$ cat src/hdl/assert_macros.svh
// Assertion macros shared by the SHA-1 stream hasher RTL.
`ifndef ASSERT_MACROS_SVH
`define ASSERT_MACROS_SVH

`ifndef ASSERT_OFF
// Property must hold at every clock edge outside reset.
`define SBH_ASSERT(lbl, clk, rstn, prop, msg) \
  lbl: assert property (@(posedge clk) disable iff (!rstn) (prop)) else $error(msg);
// Expression must never be true outside reset.
`define SBH_ASSERT_NEVER(lbl, clk, rstn, expr, msg) \
  lbl: assert property (@(posedge clk) disable iff (!rstn) !(expr)) else $error(msg);
`else
`define SBH_ASSERT(lbl, clk, rstn, prop, msg)
`define SBH_ASSERT_NEVER(lbl, clk, rstn, expr, msg)
`endif

`endif

$ cat src/hdl/sbh_pkg.sv
// Shared types and constants of the SHA-1 byte stream hasher.
package sbh_pkg;

  localparam int unsigned NumBlockWords = 16;
  localparam int unsigned NumRounds     = 80;
  localparam int unsigned NumDigest     = 5;

  localparam logic CMD_ABSORB = 1'b0;
  localparam logic CMD_FINISH = 1'b1;

  localparam logic [7:0] PAD_BYTE = 8'h80;

  localparam logic [31:0] K_R0 = 32'h5A827999;
  localparam logic [31:0] K_R1 = 32'h6ED9EBA1;
  localparam logic [31:0] K_R2 = 32'h8F1BBCDC;
  localparam logic [31:0] K_R3 = 32'hCA62C1D6;

  localparam logic [31:0] H_INIT [NumDigest] = '{
    32'h67452301, 32'hefcdab89, 32'h98badcfe, 32'h10325476, 32'hc3d2e1f0
  };

  typedef struct packed {
    logic       cmd;
    logic [7:0] data_byte;
  } in_req_t;

  typedef struct packed {
    logic [31:0] digest_word;
    logic [2:0]  word_index;
    logic        last_word;
  } out_req_t;

  typedef enum logic [2:0] {
    ST_IDLE,
    ST_PAD,
    ST_LEN_HI,
    ST_LEN_LO,
    ST_LOAD,
    ST_ROUND,
    ST_ADD,
    ST_EMIT
  } state_e;

  // Block memory port request from the sequencer.
  typedef struct packed {
    logic        we;
    logic [3:0]  waddr;
    logic [31:0] wdata;
    logic [3:0]  raddr;
  } mem_req_t;

  // Datapath controls from the sequencer.
  typedef struct packed {
    logic       load;
    logic       round;
    logic       add;
    logic       init;
    logic [6:0] rnd;
    logic [2:0] sel;
  } core_ctl_t;

endpackage

$ cat src/hdl/sbh_block_mem.sv
// Sixteen-word block buffer with one write port and one registered read port.
module sbh_block_mem
  import sbh_pkg::*;
(
  input  logic        clk_i,
  input  mem_req_t    mem_req_i,
  output logic [31:0] rdata_o
);

  logic [31:0] mem_q [NumBlockWords];
  logic [31:0] rdata_q;

  always_ff @(posedge clk_i) begin
    if (mem_req_i.we) begin
      mem_q[mem_req_i.waddr] <= mem_req_i.wdata;
    end
    rdata_q <= mem_q[mem_req_i.raddr];
  end

  assign rdata_o = rdata_q;

endmodule

$ cat src/hdl/sbh_core.sv
// SHA-1 round datapath: working variables, message schedule and chaining words.
module sbh_core
  import sbh_pkg::*;
(
  input  logic        clk_i,
  input  logic        rst_ni,
  input  core_ctl_t   ctl_i,
  input  logic [31:0] rdata_i,
  output logic [31:0] digest_word_o
);

  logic [31:0] chain_q [NumDigest];
  logic [31:0] a_q, b_q, c_q, d_q, e_q;
  logic [31:0] ws_q [NumBlockWords];
  logic [31:0] w_cur, w_mix, f_val, k_val, t_val;

  always_comb begin
    w_mix = ws_q[13] ^ ws_q[8] ^ ws_q[2] ^ ws_q[0];
    if (ctl_i.rnd[6:4] == 3'd0) begin
      w_cur = rdata_i;
    end else begin
      w_cur = {w_mix[30:0], w_mix[31]};
    end
    priority if (ctl_i.rnd < 7'd20) begin
      f_val = d_q ^ (b_q & (c_q ^ d_q));
      k_val = K_R0;
    end else if (ctl_i.rnd < 7'd40) begin
      f_val = b_q ^ c_q ^ d_q;
      k_val = K_R1;
    end else if (ctl_i.rnd < 7'd60) begin
      f_val = (b_q & c_q) | (d_q & (b_q | c_q));
      k_val = K_R2;
    end else begin
      f_val = b_q ^ c_q ^ d_q;
      k_val = K_R3;
    end
    t_val = {a_q[26:0], a_q[31:27]} + f_val + e_q + k_val + w_cur;
  end

  always_ff @(posedge clk_i) begin
    if (ctl_i.load) begin
      a_q <= chain_q[0];
      b_q <= chain_q[1];
      c_q <= chain_q[2];
      d_q <= chain_q[3];
      e_q <= chain_q[4];
    end else if (ctl_i.round) begin
      a_q <= t_val;
      b_q <= a_q;
      c_q <= {b_q[1:0], b_q[31:2]};
      d_q <= c_q;
      e_q <= d_q;
      for (int i = 0; i < NumBlockWords - 1; i++) begin
        ws_q[i] <= ws_q[i+1];
      end
      ws_q[NumBlockWords-1] <= w_cur;
    end
  end

  always_ff @(posedge clk_i or negedge rst_ni) begin
    if (!rst_ni) begin
      for (int i = 0; i < NumDigest; i++) chain_q[i] <= H_INIT[i];
    end else if (ctl_i.init) begin
      for (int i = 0; i < NumDigest; i++) chain_q[i] <= H_INIT[i];
    end else if (ctl_i.add) begin
      chain_q[0] <= chain_q[0] + a_q;
      chain_q[1] <= chain_q[1] + b_q;
      chain_q[2] <= chain_q[2] + c_q;
      chain_q[3] <= chain_q[3] + d_q;
      chain_q[4] <= chain_q[4] + e_q;
    end
  end

  assign digest_word_o = chain_q[ctl_i.sel];

endmodule

$ cat src/hdl/sbh_ctrl.sv
// Sequencer: byte packing, padding, round counting and digest output.
module sbh_ctrl
  import sbh_pkg::*;
(
  input  logic      clk_i,
  input  logic      rst_ni,
  input  logic      in_valid_i,
  output logic      in_ready_o,
  input  in_req_t   in_req_i,
  output logic      out_valid_o,
  input  logic      out_ready_i,
  output mem_req_t  mem_req_o,
  output core_ctl_t ctl_o
);

  state_e      state_q, state_d;
  logic [5:0]  fill_q, fill_d;
  logic [63:0] bitlen_q, bitlen_d;
  logic [23:0] acc_q, acc_d;
  logic [4:0]  wptr_q, wptr_d;
  logic [6:0]  rnd_q, rnd_d;
  logic [2:0]  idx_q, idx_d;
  logic        fin_q, fin_d;
  logic        two_q, two_d;
  logic        last_q, last_d;
  logic [31:0] pad_word;
  logic [4:0]  pad_limit;

  always_ff @(posedge clk_i or negedge rst_ni) begin
    if (!rst_ni) begin
      state_q  <= ST_IDLE;
      fill_q   <= '0;
      bitlen_q <= '0;
      wptr_q   <= '0;
      rnd_q    <= '0;
      idx_q    <= '0;
      fin_q    <= 1'b0;
      two_q    <= 1'b0;
      last_q   <= 1'b0;
    end else begin
      state_q  <= state_d;
      fill_q   <= fill_d;
      bitlen_q <= bitlen_d;
      wptr_q   <= wptr_d;
      rnd_q    <= rnd_d;
      idx_q    <= idx_d;
      fin_q    <= fin_d;
      two_q    <= two_d;
      last_q   <= last_d;
    end
  end

  always_ff @(posedge clk_i) begin
    acc_q <= acc_d;
  end

  // Pending bytes of the partial word followed by the 0x80 marker.
  always_comb begin
    unique case (fill_q[1:0])
      2'd0:    pad_word = {PAD_BYTE, 24'h0};
      2'd1:    pad_word = {acc_q[7:0], PAD_BYTE, 16'h0};
      2'd2:    pad_word = {acc_q[15:0], PAD_BYTE, 8'h0};
      default: pad_word = {acc_q[23:0], PAD_BYTE};
    endcase
    pad_limit = two_q ? 5'd16 : 5'd14;
  end

  always_comb begin
    state_d   = state_q;
    fill_d    = fill_q;
    bitlen_d  = bitlen_q;
    acc_d     = acc_q;
    wptr_d    = wptr_q;
    rnd_d     = rnd_q;
    idx_d     = idx_q;
    fin_d     = fin_q;
    two_d     = two_q;
    last_d    = last_q;
    in_ready_o  = 1'b0;
    out_valid_o = 1'b0;
    mem_req_o.we    = 1'b0;
    mem_req_o.waddr = wptr_q[3:0];
    mem_req_o.wdata = '0;
    mem_req_o.raddr = rnd_q[3:0] + 4'd1;
    ctl_o.load  = 1'b0;
    ctl_o.round = 1'b0;
    ctl_o.add   = 1'b0;
    ctl_o.init  = 1'b0;
    ctl_o.rnd   = rnd_q;
    ctl_o.sel   = idx_q;

    unique case (state_q)
      ST_IDLE: begin
        in_ready_o = 1'b1;
        if (in_valid_i) begin
          if (in_req_i.cmd == CMD_ABSORB) begin
            acc_d    = {acc_q[15:0], in_req_i.data_byte};
            fill_d   = fill_q + 6'd1;
            bitlen_d = bitlen_q + 64'd8;
            if (fill_q[1:0] == 2'd3) begin
              mem_req_o.we    = 1'b1;
              mem_req_o.waddr = fill_q[5:2];
              mem_req_o.wdata = {acc_q, in_req_i.data_byte};
            end
            if (fill_q == 6'd63) begin
              state_d = ST_LOAD;
            end
          end else begin
            mem_req_o.we    = 1'b1;
            mem_req_o.waddr = fill_q[5:2];
            mem_req_o.wdata = pad_word;
            wptr_d  = {1'b0, fill_q[5:2]} + 5'd1;
            fin_d   = 1'b1;
            two_d   = (fill_q >= 6'd56);
            state_d = ST_PAD;
          end
        end
      end
      ST_PAD: begin
        if (wptr_q < pad_limit) begin
          mem_req_o.we = 1'b1;
          wptr_d = wptr_q + 5'd1;
        end else if (two_q) begin
          state_d = ST_LOAD;
        end else begin
          state_d = ST_LEN_HI;
        end
      end
      ST_LEN_HI: begin
        mem_req_o.we    = 1'b1;
        mem_req_o.waddr = 4'd14;
        mem_req_o.wdata = bitlen_q[63:32];
        state_d = ST_LEN_LO;
      end
      ST_LEN_LO: begin
        mem_req_o.we    = 1'b1;
        mem_req_o.waddr = 4'd15;
        mem_req_o.wdata = bitlen_q[31:0];
        last_d  = 1'b1;
        state_d = ST_LOAD;
      end
      ST_LOAD: begin
        ctl_o.load      = 1'b1;
        mem_req_o.raddr = 4'd0;
        rnd_d   = '0;
        state_d = ST_ROUND;
      end
      ST_ROUND: begin
        ctl_o.round = 1'b1;
        rnd_d = rnd_q + 7'd1;
        if (rnd_q == 7'(NumRounds - 1)) begin
          state_d = ST_ADD;
        end
      end
      ST_ADD: begin
        ctl_o.add = 1'b1;
        priority if (last_q) begin
          idx_d   = '0;
          state_d = ST_EMIT;
        end else if (fin_q) begin
          two_d   = 1'b0;
          wptr_d  = '0;
          state_d = ST_PAD;
        end else begin
          state_d = ST_IDLE;
        end
      end
      ST_EMIT: begin
        out_valid_o = 1'b1;
        if (out_ready_i) begin
          idx_d = idx_q + 3'd1;
          if (idx_q == 3'(NumDigest - 1)) begin
            ctl_o.init = 1'b1;
            idx_d    = '0;
            fill_d   = '0;
            bitlen_d = '0;
            fin_d    = 1'b0;
            two_d    = 1'b0;
            last_d   = 1'b0;
            state_d  = ST_IDLE;
          end
        end
      end
      default: state_d = ST_IDLE;
    endcase
  end

endmodule

$ cat src/hdl/sha1_byte_stream_hasher_top.sv
// Top level of the SHA-1 byte stream hasher.
//
// Usage: each input request carries a command and a byte. An absorb request
// (cmd 0) appends data_byte to the message; a finish request (cmd 1) pads
// the message, compresses the last block(s) and returns five output requests,
// digest words h0 to h4 in order, the fifth flagged by last_word.
// Both channels use valid/ready; a request moves when both are high.
// Absorbs are taken back to back while the sequencer is idle. The 64th
// byte of a block starts the compression, which holds the input through
// one load step, 80 rounds of the shared round unit and one chaining add;
// the schedule words come from a 16-word block memory with a registered read.
// A finish makes padding writes into the block memory, two length writes
// and one compression, plus a second compression when 56 or more bytes
// were pending, then presents the digest words, one per accepted output
// cycle. Only one request is in flight at a time: the input is not ready
// while the digest is offered, so a stalled receiver holds the block until
// all five words are taken. After the last word the chaining words, byte
// count and bit length return to their initial values.
// Reset clears the sequencer and restores the SHA-1 initial chaining words;
// the block memory is not cleared, since every word is written before use.
`include "assert_macros.svh"

module sha1_byte_stream_hasher_top
  import sbh_pkg::*;
(
  input  logic     clk_i,
  input  logic     rst_ni,
  input  logic     in_valid_i,
  output logic     in_ready_o,
  input  in_req_t  in_req_i,
  output logic     out_valid_o,
  input  logic     out_ready_i,
  output out_req_t out_req_o
);

  mem_req_t    mem_req;
  core_ctl_t   ctl;
  logic [31:0] rdata;
  logic [31:0] digest_word;

  sbh_ctrl u_ctrl (
    .clk_i       (clk_i),
    .rst_ni      (rst_ni),
    .in_valid_i  (in_valid_i),
    .in_ready_o  (in_ready_o),
    .in_req_i    (in_req_i),
    .out_valid_o (out_valid_o),
    .out_ready_i (out_ready_i),
    .mem_req_o   (mem_req),
    .ctl_o       (ctl)
  );

  sbh_block_mem u_mem (
    .clk_i     (clk_i),
    .mem_req_i (mem_req),
    .rdata_o   (rdata)
  );

  sbh_core u_core (
    .clk_i         (clk_i),
    .rst_ni        (rst_ni),
    .ctl_i         (ctl),
    .rdata_i       (rdata),
    .digest_word_o (digest_word)
  );

  // The digest word index is the sequencer's output counter.
  assign out_req_o.digest_word = digest_word;
  assign out_req_o.word_index  = ctl.sel;
  assign out_req_o.last_word   = (ctl.sel == 3'(NumDigest - 1));

  // The block is never offering a digest while it takes new input.
  `SBH_ASSERT_NEVER(a_ready_excl, clk_i, rst_ni, in_ready_o && out_valid_o,
                    "input ready while digest is offered")
  // The schedule held in the block memory must not be overwritten mid-compression.
  `SBH_ASSERT_NEVER(a_no_write_in_rounds, clk_i, rst_ni, mem_req.we && ctl.round,
                    "block memory written during rounds")
  // Digest words follow one another with increasing index.
  `SBH_ASSERT(a_word_order, clk_i, rst_ni,
              out_valid_o && out_ready_i && !out_req_o.last_word |=>
              out_valid_o && (out_req_o.word_index == $past(out_req_o.word_index) + 3'd1),
              "digest word order broken")
  // After the last word the block returns to accepting input.
  `SBH_ASSERT(a_back_to_idle, clk_i, rst_ni,
              out_valid_o && out_ready_i && out_req_o.last_word |=> in_ready_o && !out_valid_o,
              "block did not return to idle after digest")

endmodule

$ cat config.mk
export PLATFORM = sky130hd
export DESIGN_NAME = sha1_byte_stream_hasher_top
export DESIGN_NICKNAME = d
export VERILOG_FILES = /design/src/hdl/sbh_pkg.sv /design/src/hdl/sbh_block_mem.sv /design/src/hdl/sbh_core.sv /design/src/hdl/sbh_ctrl.sv /design/src/hdl/sha1_byte_stream_hasher_top.sv
export VERILOG_INCLUDE_DIRS = /design/src /design/src/hdl
export SDC_FILE = /design/constraint.sdc
export NUM_CORES = 2
export LEC_CHECK = 0
export CAP_MARGIN = 20
export CORE_UTILIZATION = 45
export DETAILED_ROUTE_END_ITERATION = 8
export DONT_BUFFER_PORTS = 1
export PLACE_DENSITY = 0.57
export SLEW_MARGIN = 10
export SYNTH_ARGS = -nofsm -noshare
export SYNTH_HDL_FRONTEND = slang
export SYNTH_HIERARCHICAL = 1
export SYNTH_SLANG_ARGS = --single-unit
$ cat constraint.sdc
create_clock -name clk_i -period 72.9 [get_ports clk_i]
set_clock_uncertainty 0.15 [all_clocks]
set_input_delay 14.58 -clock clk_i [delete_from_list [all_inputs] [get_ports clk_i]]
set_output_delay 14.58 -clock clk_i [all_outputs]
set_load 0.005 [all_outputs]
Yosys cells after proc, flatten, opt, wreduce, memory -nomap -nowiden --
Memory sizes are Yosys's and may differ from the RTL's. A register that Yosys moved wholly into a read port is not among the register bits. Cells that the tools add are included.
Word-level totals: bits of input ports 13, word-level logic and storage cells 190, memories kept 2, memory bits (writable) 1024, register bits after elaboration 435
Operators by class: equality and inequality tests 25, mux-type cells 87, bitwise logic cells 14, reductions and logical operators 20, magnitude comparators 6, add/subtract/negate cells 16
Memory list:
- u_core.ws_q | words 16, width 32, read ports 16, clocked after Yosys merged registers in 0, write ports 16, RTL line sbh_core.sv:14 | logic [31:0] ws_q [NumBlockWords];
- u_mem.mem_q | words 16, width 32, read ports 1, clocked after Yosys merged registers in 1, write ports 1, RTL line sbh_block_mem.sv:10 | logic [31:0] mem_q [NumBlockWords];
Operators with widths (number):
- two-way mux 32 bit | 18
- two-way mux 160 bit | 2
- adder 32 bit | 9
- two-way mux 64 bit | 4
- bitwise XOR 32 bit | 7
- one-hot mux 64 bit (2 select lines) | 1
- two-way mux 37 bit | 3
- one-hot mux 36 bit (3 select lines) | 1
- AND 32 bit | 3
- binary-select mux 32 bit (select 3 bit) | 1
- one-hot mux 32 bit (3 select lines) | 1
- adder 64 x 4 -> 64 bit, second input constant | 1
- OR 32 bit | 2
- two-way mux 3 bit | 12
- two-way mux 31 bit | 1
- two-way mux 5 bit | 6
- two-way mux 6 bit | 4
- one-hot mux 3 bit (8 select lines) | 1
- two-way mux 1 bit | 23
- equality test 3 bit, second input constant | 5
- one-hot mux 5 bit (3 select lines) | 1
- less-than comparator 7 x 6 -> 1 bit, second input constant | 2
- != test 2 bit, second input constant | 7
- one-hot mux 7 bit (2 select lines) | 1
- 34 further kinds | 52

Longest topological paths before layout --
depth in word-level cells 12, mapped depth 23, depth with buffers taken out 22

Hierarchy --
The synthesis kept the hierarchy.
Modules (own cells, without submodules):
- sbh_core | sequential area each 24283.3 um^2, cells an instance 3513, area each 43575.5 um^2, instances 1
- sbh_block_mem | sequential area each 16015.4 um^2, cells an instance 838, area each 19835.3 um^2, instances 1
- sbh_ctrl | sequential area each 2922.8 um^2, cells an instance 723, area each 6648.9 um^2, instances 1
- sha1_byte_stream_hasher_top | sequential area each 0.0 um^2, cells an instance 1, area each 12.5 um^2, instances 1

Worst setup path before layout --
OpenSTA, ideal clock, no wires.
path type reg-to-reg, start point reg u_ctrl.state_q[0], end point mem u_core.ws_q[0][0], enable pin, arrival time 23.865 ns, clock period less this slack 25.478 ns, cell stages (with the launch flop) 8, path slack 47.422 ns, setup time 1.463 ns, path through dfrtp_1 buf_2 clkbuf_1 nor2_1 clkbuf_1 clkbuf_1 clkbuf_1 nor2b_1
RTL lines:
- start: declaration | RTL line sbh_ctrl.sv:16 | state_e state_q, state_d;
- start signal: assignment | RTL line sbh_ctrl.sv:41 | state_q <= state_d;
- end: declaration | RTL line sbh_core.sv:14

==> metrics <==
outcome=complete, but fails checks; failing checks=DRC; GRT Util Overall=22.3%; Syn Area/Cell=13.8 um^2; clock root buffer=clkbuf_16; Synth Area in XOR/XNOR=3.49%; main combinational cell family by area after synthesis=compound AO/OA/AOI/OAI gates; worst-case clock buffer depth=3; Slew Limit Headroom=25.7%; cell type with the largest total area after synthesis=edfxtp_1; critical path class=flip-flop to primary output; Syn Nets=5416; gpl congestion=0.918; CTS tree=built; # DRC=12; Multi-input gate area=25100 um^2; Setup crit end kind=primary output; routed length per instance=24.0 um; Post-synth ARST share=16.7%; synthesized flop and latch total=1488; TritonCTS buffer count=162; adder-cell share of the synthesized area=7.20%; Cell Area, Synth=70100 um^2; setup violators final=0; Fin Setup TNS=0 ns; Core Area=154000 um^2; Critical Path Max Stage Delay=0.74 ns; worst hold path type=flip-flop to flip-flop; Reg area=43200 um^2; Startpoint Class=flip-flop; fin crit share=24.4%; CP max stage cell=buf_4; detailed-router iteration count before antenna repair=8; Finished Layout Cells=7295; Worst EP required=58.17 ns; Sink Count=1488; largest net degree at the start of global routing=249; Least-Margin Pin Slew=1.11 ns; Synth Area in Compound Gates=10.3%; initial antenna violation count=5; simple-gate share of the synthesized area=6.87%; top cells by area, synth=edfxtp_1 52%, dfrtp_1 6.0%, mux4_2 4.1%; RSZ-0062 raised after global routing=false; GR Overflow Total=0; die width=397 um; mux contribution to synthesized area=7.74%; Layout area overhead=11.4%; Unique masters post-synth=105; synth warn=6; Hold Buf Count CTS=0; Post-synth EDFFs=1208; Starting Density=45.4%; dpl cells=6991; fmax=56.2 MHz; register area share after synthesis=61.7%; DRT iter0 DRCs=4039; Place WS=54.39 ns; Final Hold Viols=0; CP Max Fanout=49; Die Ht=397 um; Detailed Place HPWL=116000 um; number of core rows=144; Final WS setup=55.09 ns; I/O Buffers=0; Layout fillers=13100; H-tree depth=4; max cap viols=0; Post-Route WL=175000 um; hold_ws=0.247 ns; Vias/cell=5.75; total die area=157000 um^2; CP Cell Sequence=buf_4 > mux2i_1 > o22ai_1; CP Data Arrival Time=3.08 ns; later-pin clock latency in the skew report=0.79 ns; share of layout cells above drive strength 1=13.4%; PostCTS Resize Cnt=0; vias in the first global route=40500; Clock transition at path regs=0.06 ns; first-pass GRT wire length=263000 um; Post-synth top flop=edfxtp_1; post-route ant nets=0; Slew Limit Fails=0; DR vias=41900; # nets final=5453; top-area cell type share of the netlist area=51.8%; Syn Inst Count=5075; # IOs=51; final worst path period need=17.81 ns; setup bufs post-CTS=0
stage by stage:
step,instance area [um^2],utilization (%)
floorplan,70100,-
global placement,72500,47.0
detailed placement,72600,47.0
CTS,78000,50.5
global route,78000,50.5
finish,78000,50.5
registers in the layout, indices dropped and copies added, names as in the netlist:
signal,cells
u_core/ws_q,512
u_mem/mem_q,512
u_core/chain_q,160
u_ctrl/bitlen_q,61
u_core/a_q,32
u_core/b_q,32
u_core/c_q,32
u_core/d_q,32
u_core/e_q,32
u_mem/rdata_o,32
u_ctrl/acc_q,24
u_ctrl/rnd_q,7
u_ctrl/fill_q,6
u_ctrl/wptr_q,5
u_ctrl/idx_q,3
u_ctrl/state_q,3
u_ctrl/fin_q,1
u_ctrl/last_q,1
u_ctrl/two_q,1
cell usage in the layout (no fill, tap or decap), drive strengths merged, types with 94 or more instances in the layout:
cell type / n
nand2: 353
xnor2: 205
edfxtp: 1208
mux4: 128
mux2i: 148
ha: 203
inv: 288
dfrtp: 168
o21ai: 281
mux2: 94
a21oi: 277
clkbuf: 226
nor2: 286
fa: 125
synth_stat cells (80+ instances only):
cell type	n
edfxtp_1	1208
nand2_1	352
nor2_1	286
inv_1	281
a21oi_1	277
o21ai_0	276
xnor2_1	205
ha_1	203
dfrtp_1	168
mux2i_1	148
clkbuf_1	136
mux4_2	128
fa_1	125
mux2_2	94
dfstp_2	80
final timing paths:
path / startpoint / endpoint / slack [ns] / depth (start not counted)
max in group asynchronous: rst_ni / u_ctrl/idx_q[0]$_DFFE_PN0P_ / 58.69 / 0
worst min register to register: u_core/ws_q[0][130]$_DFFE_PP_ / u_core/ws_q[0][98]$_DFFE_PP_ / 0.25 / 0
min in group asynchronous: rst_ni / u_core/chain_q[98]$_DFFE_PN0P_ / 13.36 / 0
worst min-delay path: u_core/ws_q[0][130]$_DFFE_PP_ / u_core/ws_q[0][98]$_DFFE_PP_ / 0.25 / 0
worst max register to register: u_ctrl/rnd_q[5]$_DFFE_PN0P_ / u_core/a_q[28]$_DFFE_PP_ / 65.29 / 22
worst max-delay path: u_ctrl/idx_q[0]$_DFFE_PN0P_ / out_req_o[4] / 55.09 / 3
critical path: cells and delay by family (launching register included):
kind | cells | cell delay [ns]
buffers and inverters | 1 | 0.74
AO/OA/AOI/OAI | 1 | 0.56
multiplexers | 1 | 0.17
flip-flops | 1 | 0.73
metal layers:
layer | GRT usage, % | vias up | routed length, um
met1 | 32.9 | 21300 | 81300
met5 | 0 | - | 22
li1 | - | 19200 | -
met3 | 3.14 | 269 | 9020
met2 | 34.0 | 1177 | 79700
met4 | 7.11 | 4 | 5040
kinds of logic after synthesis:
logic type | Yosys count
AO/OA/AOI/OAI | 1100
adder cells (fa/ha/maj) | 328
multiplexers | 370
AND/OR/NAND/NOR | 1023
XOR/XNOR | 279
buffers and inverters | 487
flip-flops | 1488
area by class of cell:
cell class	instances	area share, %
clock inverters	75	1.06
multi-input cells	3100	32.2
flip-flops and latches	1488	55.4
repair buffers	76	0.867
diodes	2	0.00641
inverters	284	1.38
clock buffers	226	5.82
well taps	2044	3.28
Power is not shown: default switching activity piles up to over one toggle a cycle in this logic, so the estimate is an artifact.
